$ cat src/rtl/core/apt_pkg.sv
// Shared types and constants of the aging point table.
`default_nettype none

package apt_pkg;

    // Table geometry
    localparam int TABLE_DEPTH = 64;
    localparam int IDX_BITS    = $clog2(TABLE_DEPTH);
    localparam int CNT_BITS    = $clog2(TABLE_DEPTH + 1);

    // Field widths fixed by the item formats
    localparam int COORD_W = 16;
    localparam int DEPTH_W = 16;
    localparam int LIFE_W  = 8;
    localparam int LIMIT_W = 7;
    localparam int RDLIM_W = 7;
    localparam int CFG_W   = 8;
    localparam int CIDX_W  = 1;

    // Width that holds both a count and a 7-bit limit for compares
    localparam int LIM_BITS = (CNT_BITS > LIMIT_W) ? CNT_BITS : LIMIT_W;

    // Register reset values
    localparam logic [LIMIT_W-1:0] RESET_POINT_LIMIT = LIMIT_W'(50);
    localparam logic [LIFE_W-1:0]  RESET_LIFETIME    = LIFE_W'(30);

    // Configuration register indexes
    localparam logic [CIDX_W-1:0] REG_POINT_LIMIT = 1'b0;
    localparam logic [CIDX_W-1:0] REG_LIFETIME    = 1'b1;

    // Request codes
    localparam logic REQ_INSERT  = 1'b0;
    localparam logic REQ_READOUT = 1'b1;

    // One stored table entry
    typedef struct packed {
        logic [COORD_W-1:0] x;
        logic [COORD_W-1:0] y;
        logic [DEPTH_W-1:0] depth;
        logic [LIFE_W-1:0]  life;
    } entry_t;

    localparam int ENTRY_BITS = $bits(entry_t);

endpackage

`default_nettype wire

$ cat src/rtl/core/apt_if.sv
// Request and result channel interfaces of the aging point table.
`default_nettype none

interface apt_req_if;
    import apt_pkg::*;

    logic               valid;
    logic               ready;
    logic               req_type;
    logic [COORD_W-1:0] point_x;
    logic [COORD_W-1:0] point_y;
    logic [DEPTH_W-1:0] point_depth;
    logic [RDLIM_W-1:0] read_limit;

    modport source (
        output valid, req_type, point_x, point_y, point_depth, read_limit,
        input  ready
    );

    modport sink (
        input  valid, req_type, point_x, point_y, point_depth, read_limit,
        output ready
    );
endinterface

interface apt_res_if;
    import apt_pkg::*;

    logic               valid;
    logic               ready;
    logic               entry_valid;
    logic [COORD_W-1:0] entry_x;
    logic [COORD_W-1:0] entry_y;
    logic [DEPTH_W-1:0] entry_depth;
    logic [LIFE_W-1:0]  entry_life;
    logic               last;

    modport source (
        output valid, entry_valid, entry_x, entry_y, entry_depth, entry_life, last,
        input  ready
    );

    modport sink (
        input  valid, entry_valid, entry_x, entry_y, entry_depth, entry_life, last,
        output ready
    );
endinterface

`default_nettype wire

$ cat src/rtl/core/aging_point_table.sv
// Aging point table: ordered point store that ages and compacts on insert.
//
// Channels: req (sink) carries insert and read-out items; res (source)
// carries result items; cfg_we/cfg_index/cfg_data write point_limit
// (index 0) and lifetime (index 1); the user must write them only while
// idle, as the block itself does not enforce it. req.ready is high only
// while the sequencer is idle; one item is worked on at a time.
// Insert: one pass over the stored entries through a single RAM read port
// and a single write port, one entry per cycle, then the append state.
// An insert gives no result item.
// Read-out: each entry is one RAM read and one load of the output register;
// an empty read-out gives a single invalid item with last set.
// A stall on res holds the output register and the sequencer waits; an
// insert can be accepted while the final result item still waits.
// Reset clears the entry count, the sequencer and the output valid and
// loads point_limit 50 and lifetime 30; RAM contents are not cleared.
`default_nettype none

module aging_point_table (
    input  wire logic                  clk,
    input  wire logic                  rst_n,
    input  wire logic                  cfg_we,
    input  wire logic [apt_pkg::CIDX_W-1:0] cfg_index,
    input  wire logic [apt_pkg::CFG_W-1:0]  cfg_data,
    apt_req_if.sink                    req,
    apt_res_if.source                  res
);
    import apt_pkg::*;

    typedef enum logic [5:0] {
        S_IDLE     = 6'b000001,
        S_AGE      = 6'b000010,
        S_APPEND   = 6'b000100,
        S_RD_ISSUE = 6'b001000,
        S_RD_LOAD  = 6'b010000,
        S_EMPTY    = 6'b100000
    } state_t;

    typedef struct packed {
        logic               entry_valid;
        entry_t             entry;
        logic               last;
    } result_t;

    state_t                state_reg, state_next;
    logic [CNT_BITS-1:0]   count_reg, count_next;
    logic [CNT_BITS-1:0]   rd_idx_reg, rd_idx_next;
    logic [CNT_BITS-1:0]   wr_idx_reg, wr_idx_next;
    logic [CNT_BITS-1:0]   end_reg, end_next;
    logic                  pend_reg, pend_next;
    logic [LIMIT_W-1:0]    limit_reg;
    logic [LIFE_W-1:0]     lifetime_reg;
    entry_t                new_pt_reg, new_pt_next;
    logic                  ov_reg, ov_next;
    result_t               out_reg, out_next;

    logic                  ram_we;
    logic [IDX_BITS-1:0]   ram_waddr;
    entry_t                ram_wdata;
    logic                  ram_re;
    logic [IDX_BITS-1:0]   ram_raddr;
    logic [ENTRY_BITS-1:0] ram_rdata;
    entry_t                rd_entry;

    logic                  slot_free;
    logic                  load;
    logic [LIM_BITS-1:0]   lim_cap;
    logic [LIM_BITS-1:0]   rd_cnt;
    logic [CNT_BITS-1:0]   rd_idx_inc;

    apt_ram #(
        .WIDTH (ENTRY_BITS),
        .DEPTH (TABLE_DEPTH)
    ) u_ram (
        .clk   (clk),
        .we    (ram_we),
        .waddr (ram_waddr),
        .wdata (ram_wdata),
        .re    (ram_re),
        .raddr (ram_raddr),
        .rdata (ram_rdata)
    );

    assign rd_entry   = entry_t'(ram_rdata);
    assign slot_free  = !ov_reg || res.ready;
    assign rd_idx_inc = rd_idx_reg + CNT_BITS'(1);

    // Cap the point limit at the table depth
    always_comb
    begin
        if (LIM_BITS'(limit_reg) > LIM_BITS'(TABLE_DEPTH))
        begin
            lim_cap = LIM_BITS'(TABLE_DEPTH);
        end
        else
        begin
            lim_cap = LIM_BITS'(limit_reg);
        end
    end

    // Cap the read-out count at the number of stored entries
    always_comb
    begin
        if (LIM_BITS'(req.read_limit) > LIM_BITS'(count_reg))
        begin
            rd_cnt = LIM_BITS'(count_reg);
        end
        else
        begin
            rd_cnt = LIM_BITS'(req.read_limit);
        end
    end

    assign req.ready = (state_reg == S_IDLE);

    // Sequencer
    always_comb
    begin
        state_next  = state_reg;
        count_next  = count_reg;
        rd_idx_next = rd_idx_reg;
        wr_idx_next = wr_idx_reg;
        end_next    = end_reg;
        pend_next   = pend_reg;
        new_pt_next = new_pt_reg;
        out_next    = out_reg;
        load        = 1'b0;
        ram_we      = 1'b0;
        ram_waddr   = wr_idx_reg[IDX_BITS-1:0];
        ram_wdata   = rd_entry;
        ram_re      = 1'b0;
        ram_raddr   = rd_idx_reg[IDX_BITS-1:0];

        unique case (state_reg)
            S_IDLE:
            begin
                if (req.valid)
                begin
                    rd_idx_next = '0;
                    wr_idx_next = '0;
                    pend_next   = 1'b0;
                    if (req.req_type == REQ_INSERT)
                    begin
                        new_pt_next.x     = req.point_x;
                        new_pt_next.y     = req.point_y;
                        new_pt_next.depth = req.point_depth;
                        new_pt_next.life  = lifetime_reg;
                        end_next          = count_reg;
                        state_next        = S_AGE;
                    end
                    else if (rd_cnt == '0)
                    begin
                        state_next = S_EMPTY;
                    end
                    else
                    begin
                        end_next   = CNT_BITS'(rd_cnt);
                        state_next = S_RD_ISSUE;
                    end
                end
            end

            S_AGE:
            begin
                // Issue the next read while the previous entry is aged
                if (rd_idx_reg != end_reg)
                begin
                    ram_re      = 1'b1;
                    rd_idx_next = rd_idx_inc;
                    pend_next   = 1'b1;
                end
                else
                begin
                    pend_next = 1'b0;
                end
                // Keep survivors, packed down in order
                if (pend_reg && (rd_entry.life > LIFE_W'(1)))
                begin
                    ram_we         = 1'b1;
                    ram_wdata.life = rd_entry.life - LIFE_W'(1);
                    wr_idx_next    = wr_idx_reg + CNT_BITS'(1);
                end
                if ((rd_idx_reg == end_reg) && !pend_reg)
                begin
                    state_next = S_APPEND;
                end
            end

            S_APPEND:
            begin
                // Append the new point if room remains, else drop it
                if (LIM_BITS'(wr_idx_reg) < lim_cap)
                begin
                    ram_we     = 1'b1;
                    ram_wdata  = new_pt_reg;
                    count_next = wr_idx_reg + CNT_BITS'(1);
                end
                else
                begin
                    count_next = wr_idx_reg;
                end
                state_next = S_IDLE;
            end

            S_RD_ISSUE:
            begin
                ram_re     = 1'b1;
                state_next = S_RD_LOAD;
            end

            S_RD_LOAD:
            begin
                // Load the entry once the output register is free
                if (slot_free)
                begin
                    load                 = 1'b1;
                    out_next.entry_valid = 1'b1;
                    out_next.entry       = rd_entry;
                    out_next.last        = (rd_idx_inc == end_reg);
                    rd_idx_next          = rd_idx_inc;
                    if (rd_idx_inc == end_reg)
                    begin
                        state_next = S_IDLE;
                    end
                    else
                    begin
                        state_next = S_RD_ISSUE;
                    end
                end
            end

            S_EMPTY:
            begin
                // Give one invalid item for an empty read-out
                if (slot_free)
                begin
                    load                 = 1'b1;
                    out_next.entry_valid = 1'b0;
                    out_next.entry       = '0;
                    out_next.last        = 1'b1;
                    state_next           = S_IDLE;
                end
            end

            default:
            begin
                state_next = S_IDLE;
            end
        endcase
    end

    // Output valid: set on load, clear when taken
    always_comb
    begin
        priority if (load)
        begin
            ov_next = 1'b1;
        end
        else if (res.ready)
        begin
            ov_next = 1'b0;
        end
        else
        begin
            ov_next = ov_reg;
        end
    end

    // Control registers
    always_ff @(posedge clk or negedge rst_n)
    begin
        if (!rst_n)
        begin
            state_reg    <= S_IDLE;
            count_reg    <= '0;
            rd_idx_reg   <= '0;
            wr_idx_reg   <= '0;
            end_reg      <= '0;
            pend_reg     <= 1'b0;
            ov_reg       <= 1'b0;
            limit_reg    <= RESET_POINT_LIMIT;
            lifetime_reg <= RESET_LIFETIME;
        end
        else
        begin
            state_reg  <= state_next;
            count_reg  <= count_next;
            rd_idx_reg <= rd_idx_next;
            wr_idx_reg <= wr_idx_next;
            end_reg    <= end_next;
            pend_reg   <= pend_next;
            ov_reg     <= ov_next;
            if (cfg_we)
            begin
                unique case (cfg_index)
                    REG_POINT_LIMIT: limit_reg    <= cfg_data[LIMIT_W-1:0];
                    REG_LIFETIME:    lifetime_reg <= cfg_data[LIFE_W-1:0];
                    default:         ;
                endcase
            end
        end
    end

    // Payload registers
    always_ff @(posedge clk)
    begin
        new_pt_reg <= new_pt_next;
        out_reg    <= out_next;
    end

    // Drive the result channel
    assign res.valid       = ov_reg;
    assign res.entry_valid = out_reg.entry_valid;
    assign res.entry_x     = out_reg.entry.x;
    assign res.entry_y     = out_reg.entry.y;
    assign res.entry_depth = out_reg.entry.depth;
    assign res.entry_life  = out_reg.entry.life;
    assign res.last        = out_reg.last;

endmodule

`default_nettype wire

$ cat src/rtl/core/apt_ram.sv
// Generic single-write, single-read RAM with registered read data.
`default_nettype none

module apt_ram #(
    parameter int WIDTH = 8,
    parameter int DEPTH = 64
) (
    input  wire logic                     clk,
    input  wire logic                     we,
    input  wire logic [$clog2(DEPTH)-1:0] waddr,
    input  wire logic [WIDTH-1:0]         wdata,
    input  wire logic                     re,
    input  wire logic [$clog2(DEPTH)-1:0] raddr,
    output logic      [WIDTH-1:0]         rdata
);

    logic [WIDTH-1:0] mem [DEPTH];

    // Write port
    always_ff @(posedge clk)
    begin
        if (we)
        begin
            mem[waddr] <= wdata;
        end
    end

    // Read port, hold data between reads
    always_ff @(posedge clk)
    begin
        if (re)
        begin
            rdata <= mem[raddr];
        end
    end

endmodule

`default_nettype wire

$ cat src/flat_wrapper.sv
// flat-port wrapper written by rule: the top's interface ports become plain ports
module aging_point_table_flat import apt_pkg::*;
  (clk, rst_n, cfg_we, cfg_index, cfg_data, req_valid, req_req_type, req_point_x, req_point_y, req_point_depth, req_read_limit, req_ready, res_valid, res_entry_valid, res_entry_x, res_entry_y, res_entry_depth, res_entry_life, res_last, res_ready);
  apt_req_if req_i ();
  apt_res_if res_i ();
  input  wire logic clk;
  input  wire logic rst_n;
  input  wire logic cfg_we;
  input  wire logic [apt_pkg::CIDX_W-1:0] cfg_index;
  input  wire logic [apt_pkg::CFG_W-1:0] cfg_data;
  input wire logic [$bits(req_i.valid)-1:0] req_valid;
  input wire logic [$bits(req_i.req_type)-1:0] req_req_type;
  input wire logic [$bits(req_i.point_x)-1:0] req_point_x;
  input wire logic [$bits(req_i.point_y)-1:0] req_point_y;
  input wire logic [$bits(req_i.point_depth)-1:0] req_point_depth;
  input wire logic [$bits(req_i.read_limit)-1:0] req_read_limit;
  output wire logic [$bits(req_i.ready)-1:0] req_ready;
  output wire logic [$bits(res_i.valid)-1:0] res_valid;
  output wire logic [$bits(res_i.entry_valid)-1:0] res_entry_valid;
  output wire logic [$bits(res_i.entry_x)-1:0] res_entry_x;
  output wire logic [$bits(res_i.entry_y)-1:0] res_entry_y;
  output wire logic [$bits(res_i.entry_depth)-1:0] res_entry_depth;
  output wire logic [$bits(res_i.entry_life)-1:0] res_entry_life;
  output wire logic [$bits(res_i.last)-1:0] res_last;
  input wire logic [$bits(res_i.ready)-1:0] res_ready;
  assign req_i.valid = req_valid;
  assign req_i.req_type = req_req_type;
  assign req_i.point_x = req_point_x;
  assign req_i.point_y = req_point_y;
  assign req_i.point_depth = req_point_depth;
  assign req_i.read_limit = req_read_limit;
  assign req_ready = req_i.ready;
  assign res_valid = res_i.valid;
  assign res_entry_valid = res_i.entry_valid;
  assign res_entry_x = res_i.entry_x;
  assign res_entry_y = res_i.entry_y;
  assign res_entry_depth = res_i.entry_depth;
  assign res_entry_life = res_i.entry_life;
  assign res_last = res_i.last;
  assign res_i.ready = res_ready;
  aging_point_table u_core (.clk(clk), .rst_n(rst_n), .cfg_we(cfg_we), .cfg_index(cfg_index), .cfg_data(cfg_data), .req(req_i), .res(res_i));
endmodule
$ cat config.mk
export PLATFORM = sky130hd
export DESIGN_NAME = aging_point_table_flat
export DESIGN_NICKNAME = d
export VERILOG_FILES = /design/src/rtl/core/apt_pkg.sv /design/src/rtl/core/apt_if.sv /design/src/rtl/core/aging_point_table.sv /design/src/rtl/core/apt_ram.sv /design/src/flat_wrapper.sv
export SDC_FILE = /design/constraint.sdc
export NUM_CORES = 2
export LEC_CHECK = 0
export BUFFER_PORTS_ARGS = -buffer_cell sky130_fd_sc_hd__buf_2
export CORE_UTILIZATION = 25
export CTS_BUF_LIST = sky130_fd_sc_hd__clkbuf_16
export DETAILED_ROUTE_END_ITERATION = 10
export GPL_TIMING_DRIVEN = 0
export PLACE_DENSITY_LB_ADDON = 0.1
export RECOVER_POWER = 100
export SETUP_SLACK_MARGIN = 0.15
export SLEW_MARGIN = 20
export SYNTH_ARGS = -nofsm -noshare
export SYNTH_HDL_FRONTEND = slang
export SYNTH_SLANG_ARGS = --single-unit
$ cat constraint.sdc
create_clock -name clk -period 9.4 [get_ports clk]
set_input_delay 0 -clock clk [delete_from_list [all_inputs] [get_ports clk]]
set_output_delay 0 -clock clk [all_outputs]
set_load 0.05 [all_outputs]
==> metrics.json <==
{
  "drc_errors": {"value": 0},
  "placement.cell_area": {"value": 162000, "unit": "µm²"},
  "seq_area_frac_synth": {"value": 79.1, "unit": "%"},
  "worst_setup_path_end_kind": {"value": "flip-flop"},
  "crit_type": {"value": "reg2reg"},
  "worstPathCellList": {"value": "nor4_1 > nand3b_1 > clkbuf_1 > clkbuf_1 > clkbuf_1 > clkbuf_1 > a21boi_0 > clkbuf_1 > clkbuf_1"},
  "maxCapViolCount": {"value": 43},
  "areaGrowthSynthToFinish": {"value": 20.6, "unit": "%"},
  "intPower": {"value": 32.9, "unit": "mW"},
  "syn-num-nets": {"value": 6424},
  "clkLatencyLatePin": {"value": 1000, "unit": "ps"},
  "clock_skew": {"value": 60.4, "unit": "ps"},
  "global_route.usage.total": {"value": 16.7, "unit": "%"},
  "synth_top_area_share": {"value": 78.2, "unit": "%"},
  "port_buffers": {"value": 128},
  "final.period_utilization": {"value": 77.2, "unit": "%"},
  "num-nets-final": {"value": 7814},
  "worst_ep_arrival_time": {"value": 7830, "unit": "ps"},
  "core-area": {"value": 574000, "unit": "µm²"},
  "wire_per_inst": {"value": 31.6, "unit": "µm"},
  "start_kind": {"value": "flip-flop"},
  "netSwitchingFraction": {"value": 27.9, "unit": "%"},
  "floorplan.die_area": {"value": 580000, "unit": "µm²"},
  "layout_cells_sized_above_1": {"value": 24.1, "unit": "%"},
  "number_of_hold_buffers_added_after_cts": {"value": 156},
  "worst_setup_path_endpoint": {"value": "u_core.res.entry_depth[15]"},
  "number_of_instances_in_the_synthesized_netlist": {"value": 6337},
  "yosys_warnings": {"value": 0},
  "worst_ep_required_time": {"value": 9970, "unit": "ps"},
  "synth.avg_cell_area": {"value": 22.7, "unit": "µm²"},
  "first_pass_drt_iterations": {"value": 6},
  "synth.most_common_cell": {"value": "sky130_fd_sc_hd__edfxtp_1"},
  "cell_at_the_slowest_stage_of_the_critical_path": {"value": "sky130_fd_sc_hd__clkbuf_1"},
  "drv_slew": {"value": 980},
  "grt_max_degree": {"value": 65},
  "first_global_vias": {"value": 76900},
  "cts_inserted_buffers": {"value": 434},
  "netSwitchingPower": {"value": 12.8, "unit": "mW"},
  "maxSlewHeadroom": {"value": -103, "unit": "%"},
  "setup-tns-final": {"value": 0, "unit": "ps"},
  "placement_rows": {"value": 278},
  "synth-async-reset-ratio": {"value": 1.34, "unit": "%"},
  "timing.hold.worst.class": {"value": "in2reg"},
  "worst_pin_slew": {"value": 3040, "unit": "ps"},
  "violations": {"value": "max-capacitance violations, max-slew violations"},
  "wire_length_of_the_first_global_routing_pass": {"value": 672000, "unit": "µm"},
  "clock_path_buffers": {"value": 4},
  "timing.final.hold_violations": {"value": 0},
  "largest_stage_delay_on_the_critical_path": {"value": 1400, "unit": "ps"},
  "place_ws": {"value": 4160, "unit": "ps"},
  "max_freq": {"value": 0.138, "unit": "GHz"},
  "die_h": {"value": 761, "unit": "µm"},
  "power_density": {"value": 263, "unit": "nW/µm²"},
  "final_cell_area": {"value": 174000, "unit": "µm²"},
  "clkTransAtPathRegs": {"value": 60, "unit": "ps"},
  "drt-vias-per-instance": {"value": 4.70},
  "power_consumption": {"value": 45.7, "unit": "mW"},
  "flip_flop_count_of_the_largest_register_all_copies_and_words_added": {"value": 3584},
  "power.ir.vdd_worst": {"value": 0.151, "unit": "mV"},
  "htree_levels": {"value": 5},
  "sequentialPowerShare": {"value": 45.3, "unit": "%"},
  "clock_sinks": {"value": 3805},
  "synth_commonest_cells": {"value": "3754 x sky130_fd_sc_hd__edfxtp_1, 896 x sky130_fd_sc_hd__mux4_2, 226 x sky130_fd_sc_hd__a22oi_1"},
  "crit_path_frequent_cell": {"value": "sky130_fd_sc_hd__clkbuf_1"},
  "initial_core_utilization": {"value": 25.1, "unit": "%"},
  "finalHoldWorstSlack": {"value": 10.1, "unit": "ps"},
  "synth_seq_cells": {"value": 3805},
  "totalWireLength": {"value": 495000, "unit": "µm"},
  "drt.antenna.violating_nets": {"value": 0},
  "status": {"value": "finished with violations"},
  "path_max_fanout": {"value": 16},
  "root_buffer": {"value": "sky130_fd_sc_hd__clkbuf_16"},
  "grt-ovfl-total": {"value": 0},
  "synth_area": {"value": 144000, "unit": "µm²"},
  "ff2ff_setup_slack": {"value": 2140, "unit": "ps"},
  "synth.lib_cells_used.distinct": {"value": 65},
  "cellLeakagePower": {"value": 53.2, "unit": "nW"},
  "final_period_minus_worst_setup_slack": {"value": 7260, "unit": "ps"},
  "detailedPlacementHpwl": {"value": 363000, "unit": "µm"},
  "report.final.setup_viol": {"value": 0},
  "dominantRegCellSynth": {"value": "sky130_fd_sc_hd__edfxtp_1"},
  "worstRegToRegCells": {"value": 9},
  "worstReg2RegEnd": {"value": "u_core.res.entry_depth[15]"},
  "yosys.area.top_type": {"value": "sky130_fd_sc_hd__edfxtp_1"},
  "critical_path.startpoint": {"value": "u_core.state_reg[1]"},
  "floorplan.io_pins": {"value": 130},
  "reg2reg_from": {"value": "u_core.state_reg[1]"},
  "detailedRoute.firstIterationViolations": {"value": 6975},
  "combinationalPowerShare": {"value": 18.3, "unit": "%"},
  "clockPowerShare": {"value": 36.4, "unit": "%"},
  "cts_tree": {"value": "done"},
  "post_synth_edffs": {"value": 3754},
  "die_w": {"value": 761, "unit": "µm"},
  "antenna_found_initial": {"value": 52},
  "vias": {"value": 73700},
  "grt_setup_unrepaired": {"value": "false"},
  "gp_routability_congestion": {"value": 0.734},
  "synth.area.top_cells": {"value": "sky130_fd_sc_hd__edfxtp_1 78%, sky130_fd_sc_hd__mux4_2 14%, sky130_fd_sc_hd__a22oi_1 1.2%"},
  "post_cts.repair.setup_buffers": {"value": 0},
  "setup_slack": {"value": 2140, "unit": "ps"},
  "post_cts.resized_instances": {"value": 0}
}
## worst max-delay path, delay by kind of cell, from the launching register on
family | cells | cell delay, ps
buf+inv | 6 | 4690
simple gates | 2 | 840
compound gates | 1 | 530
flops | 1 | 450
## power groups by stage
stage          Combinational, mW  Sequential [mW]  Clock, mW
2_1_floorplan               4.60             21.1          0
3_3_place_gp                7.95             21.4          0
3_5_place_dp                8.74             21.0          0
4_1_cts                     8.86             20.7       17.1
5_1_grt                     9.00             20.7       17.7
6_report                    8.37             20.7       16.6
## final cells by class
class	instances	area [µm²]
multi-input cells	2146	28500
plain buffers	368	1710
flip-flops and latches	3805	114000
well taps	7560	9460
clock buffers	440	11000
repair buffers	954	6120
clock inverters	361	2870
diodes	20	50.0
fillers	55900	400000
inverters	18	67.6
## cell usage in the layout (no fill, tap or decap), types with 31 or more instances in the layout
master	synthesis	layout
sky130_fd_sc_hd__dlygate4sd3_1	0	155
sky130_fd_sc_hd__inv_1	18	105
sky130_fd_sc_hd__bufinv_16	0	39
sky130_fd_sc_hd__buf_2	99	154
sky130_fd_sc_hd__a21oi_1	133	133
sky130_fd_sc_hd__buf_12	0	31
sky130_fd_sc_hd__a22oi_1	226	226
sky130_fd_sc_hd__dfrtp_1	43	43
sky130_fd_sc_hd__o221ai_1	57	57
sky130_fd_sc_hd__mux4_2	896	896
sky130_fd_sc_hd__a22o_1	112	112
sky130_fd_sc_hd__clkbuf_2	0	31
sky130_fd_sc_hd__and2_0	0	42
sky130_fd_sc_hd__buf_1	44	36
sky130_fd_sc_hd__nor3_1	53	53
sky130_fd_sc_hd__buf_4	8	126
sky130_fd_sc_hd__edfxtp_1	3754	3754
sky130_fd_sc_hd__clkbuf_1	202	736
sky130_fd_sc_hd__clkbuf_16	0	440
sky130_fd_sc_hd__nor2_1	113	113
sky130_fd_sc_hd__clkinv_2	0	94
sky130_fd_sc_hd__a221oi_1	112	112
sky130_fd_sc_hd__nand2_1	183	167
sky130_fd_sc_hd__clkinv_1	0	109
## per-layer routing
metal / vias to the layer above / global-route usage [%] / part of all wire (%) / wire length (µm)
li1: 30100 / - / - / -
met4: 0 / 4.02 / 2.7 / 13100
met1: 40800 / 24.2 / 46 / 227000
met5: - / 0 / 0 / 0
met3: 604 / 2.13 / 5.0 / 24700
met2: 2173 / 26.8 / 47 / 230000
## logic make-up (layout without fill, tap and decap cells)
| family | after synthesis | in the layout | synth area share, % |
|---|---|---|---|
| flops | 3805 | 3805 | 79.1 |
| mux | 926 | 926 | 14.2 |
| compound gates | 698 | 698 | 3.63 |
| simple gates | 487 | 487 | 1.59 |
| buf+inv | 386 | 2141 | 1.19 |
| xor+xnor | 18 | 18 | 0.109 |
| fa+ha+maj | 17 | 17 | 0.148 |
| other cells | 0 | 20 | 0 |
## through the flow
stage | util [%] | instances
global route | 30.3 | 15700
finish | 30.3 | 15700
detailed placement | 28.3 | 14700
CTS | 31.0 | 15700
floorplan | - | 6337
global placement | 26.9 | 14000
## worst min path at each step
stage | slack, ps | depth (start not counted) | endpoint | start
floorplan | -300 | 0 | u_core.count_reg[0] | rst_n
global placement | 180 | 1 | u_core.new_pt_reg[38] | req_point_y[14]
detailed placement | 110 | 1 | u_core.end_reg[2] | rst_n
CTS | 3 | 4 | u_core.state_reg[5] | req_req_type
global route | 20 | 4 | u_core.state_reg[5] | req_req_type
finish | 10 | 4 | u_core.state_reg[5] | req_req_type
(Power assumes the default switching activity.)
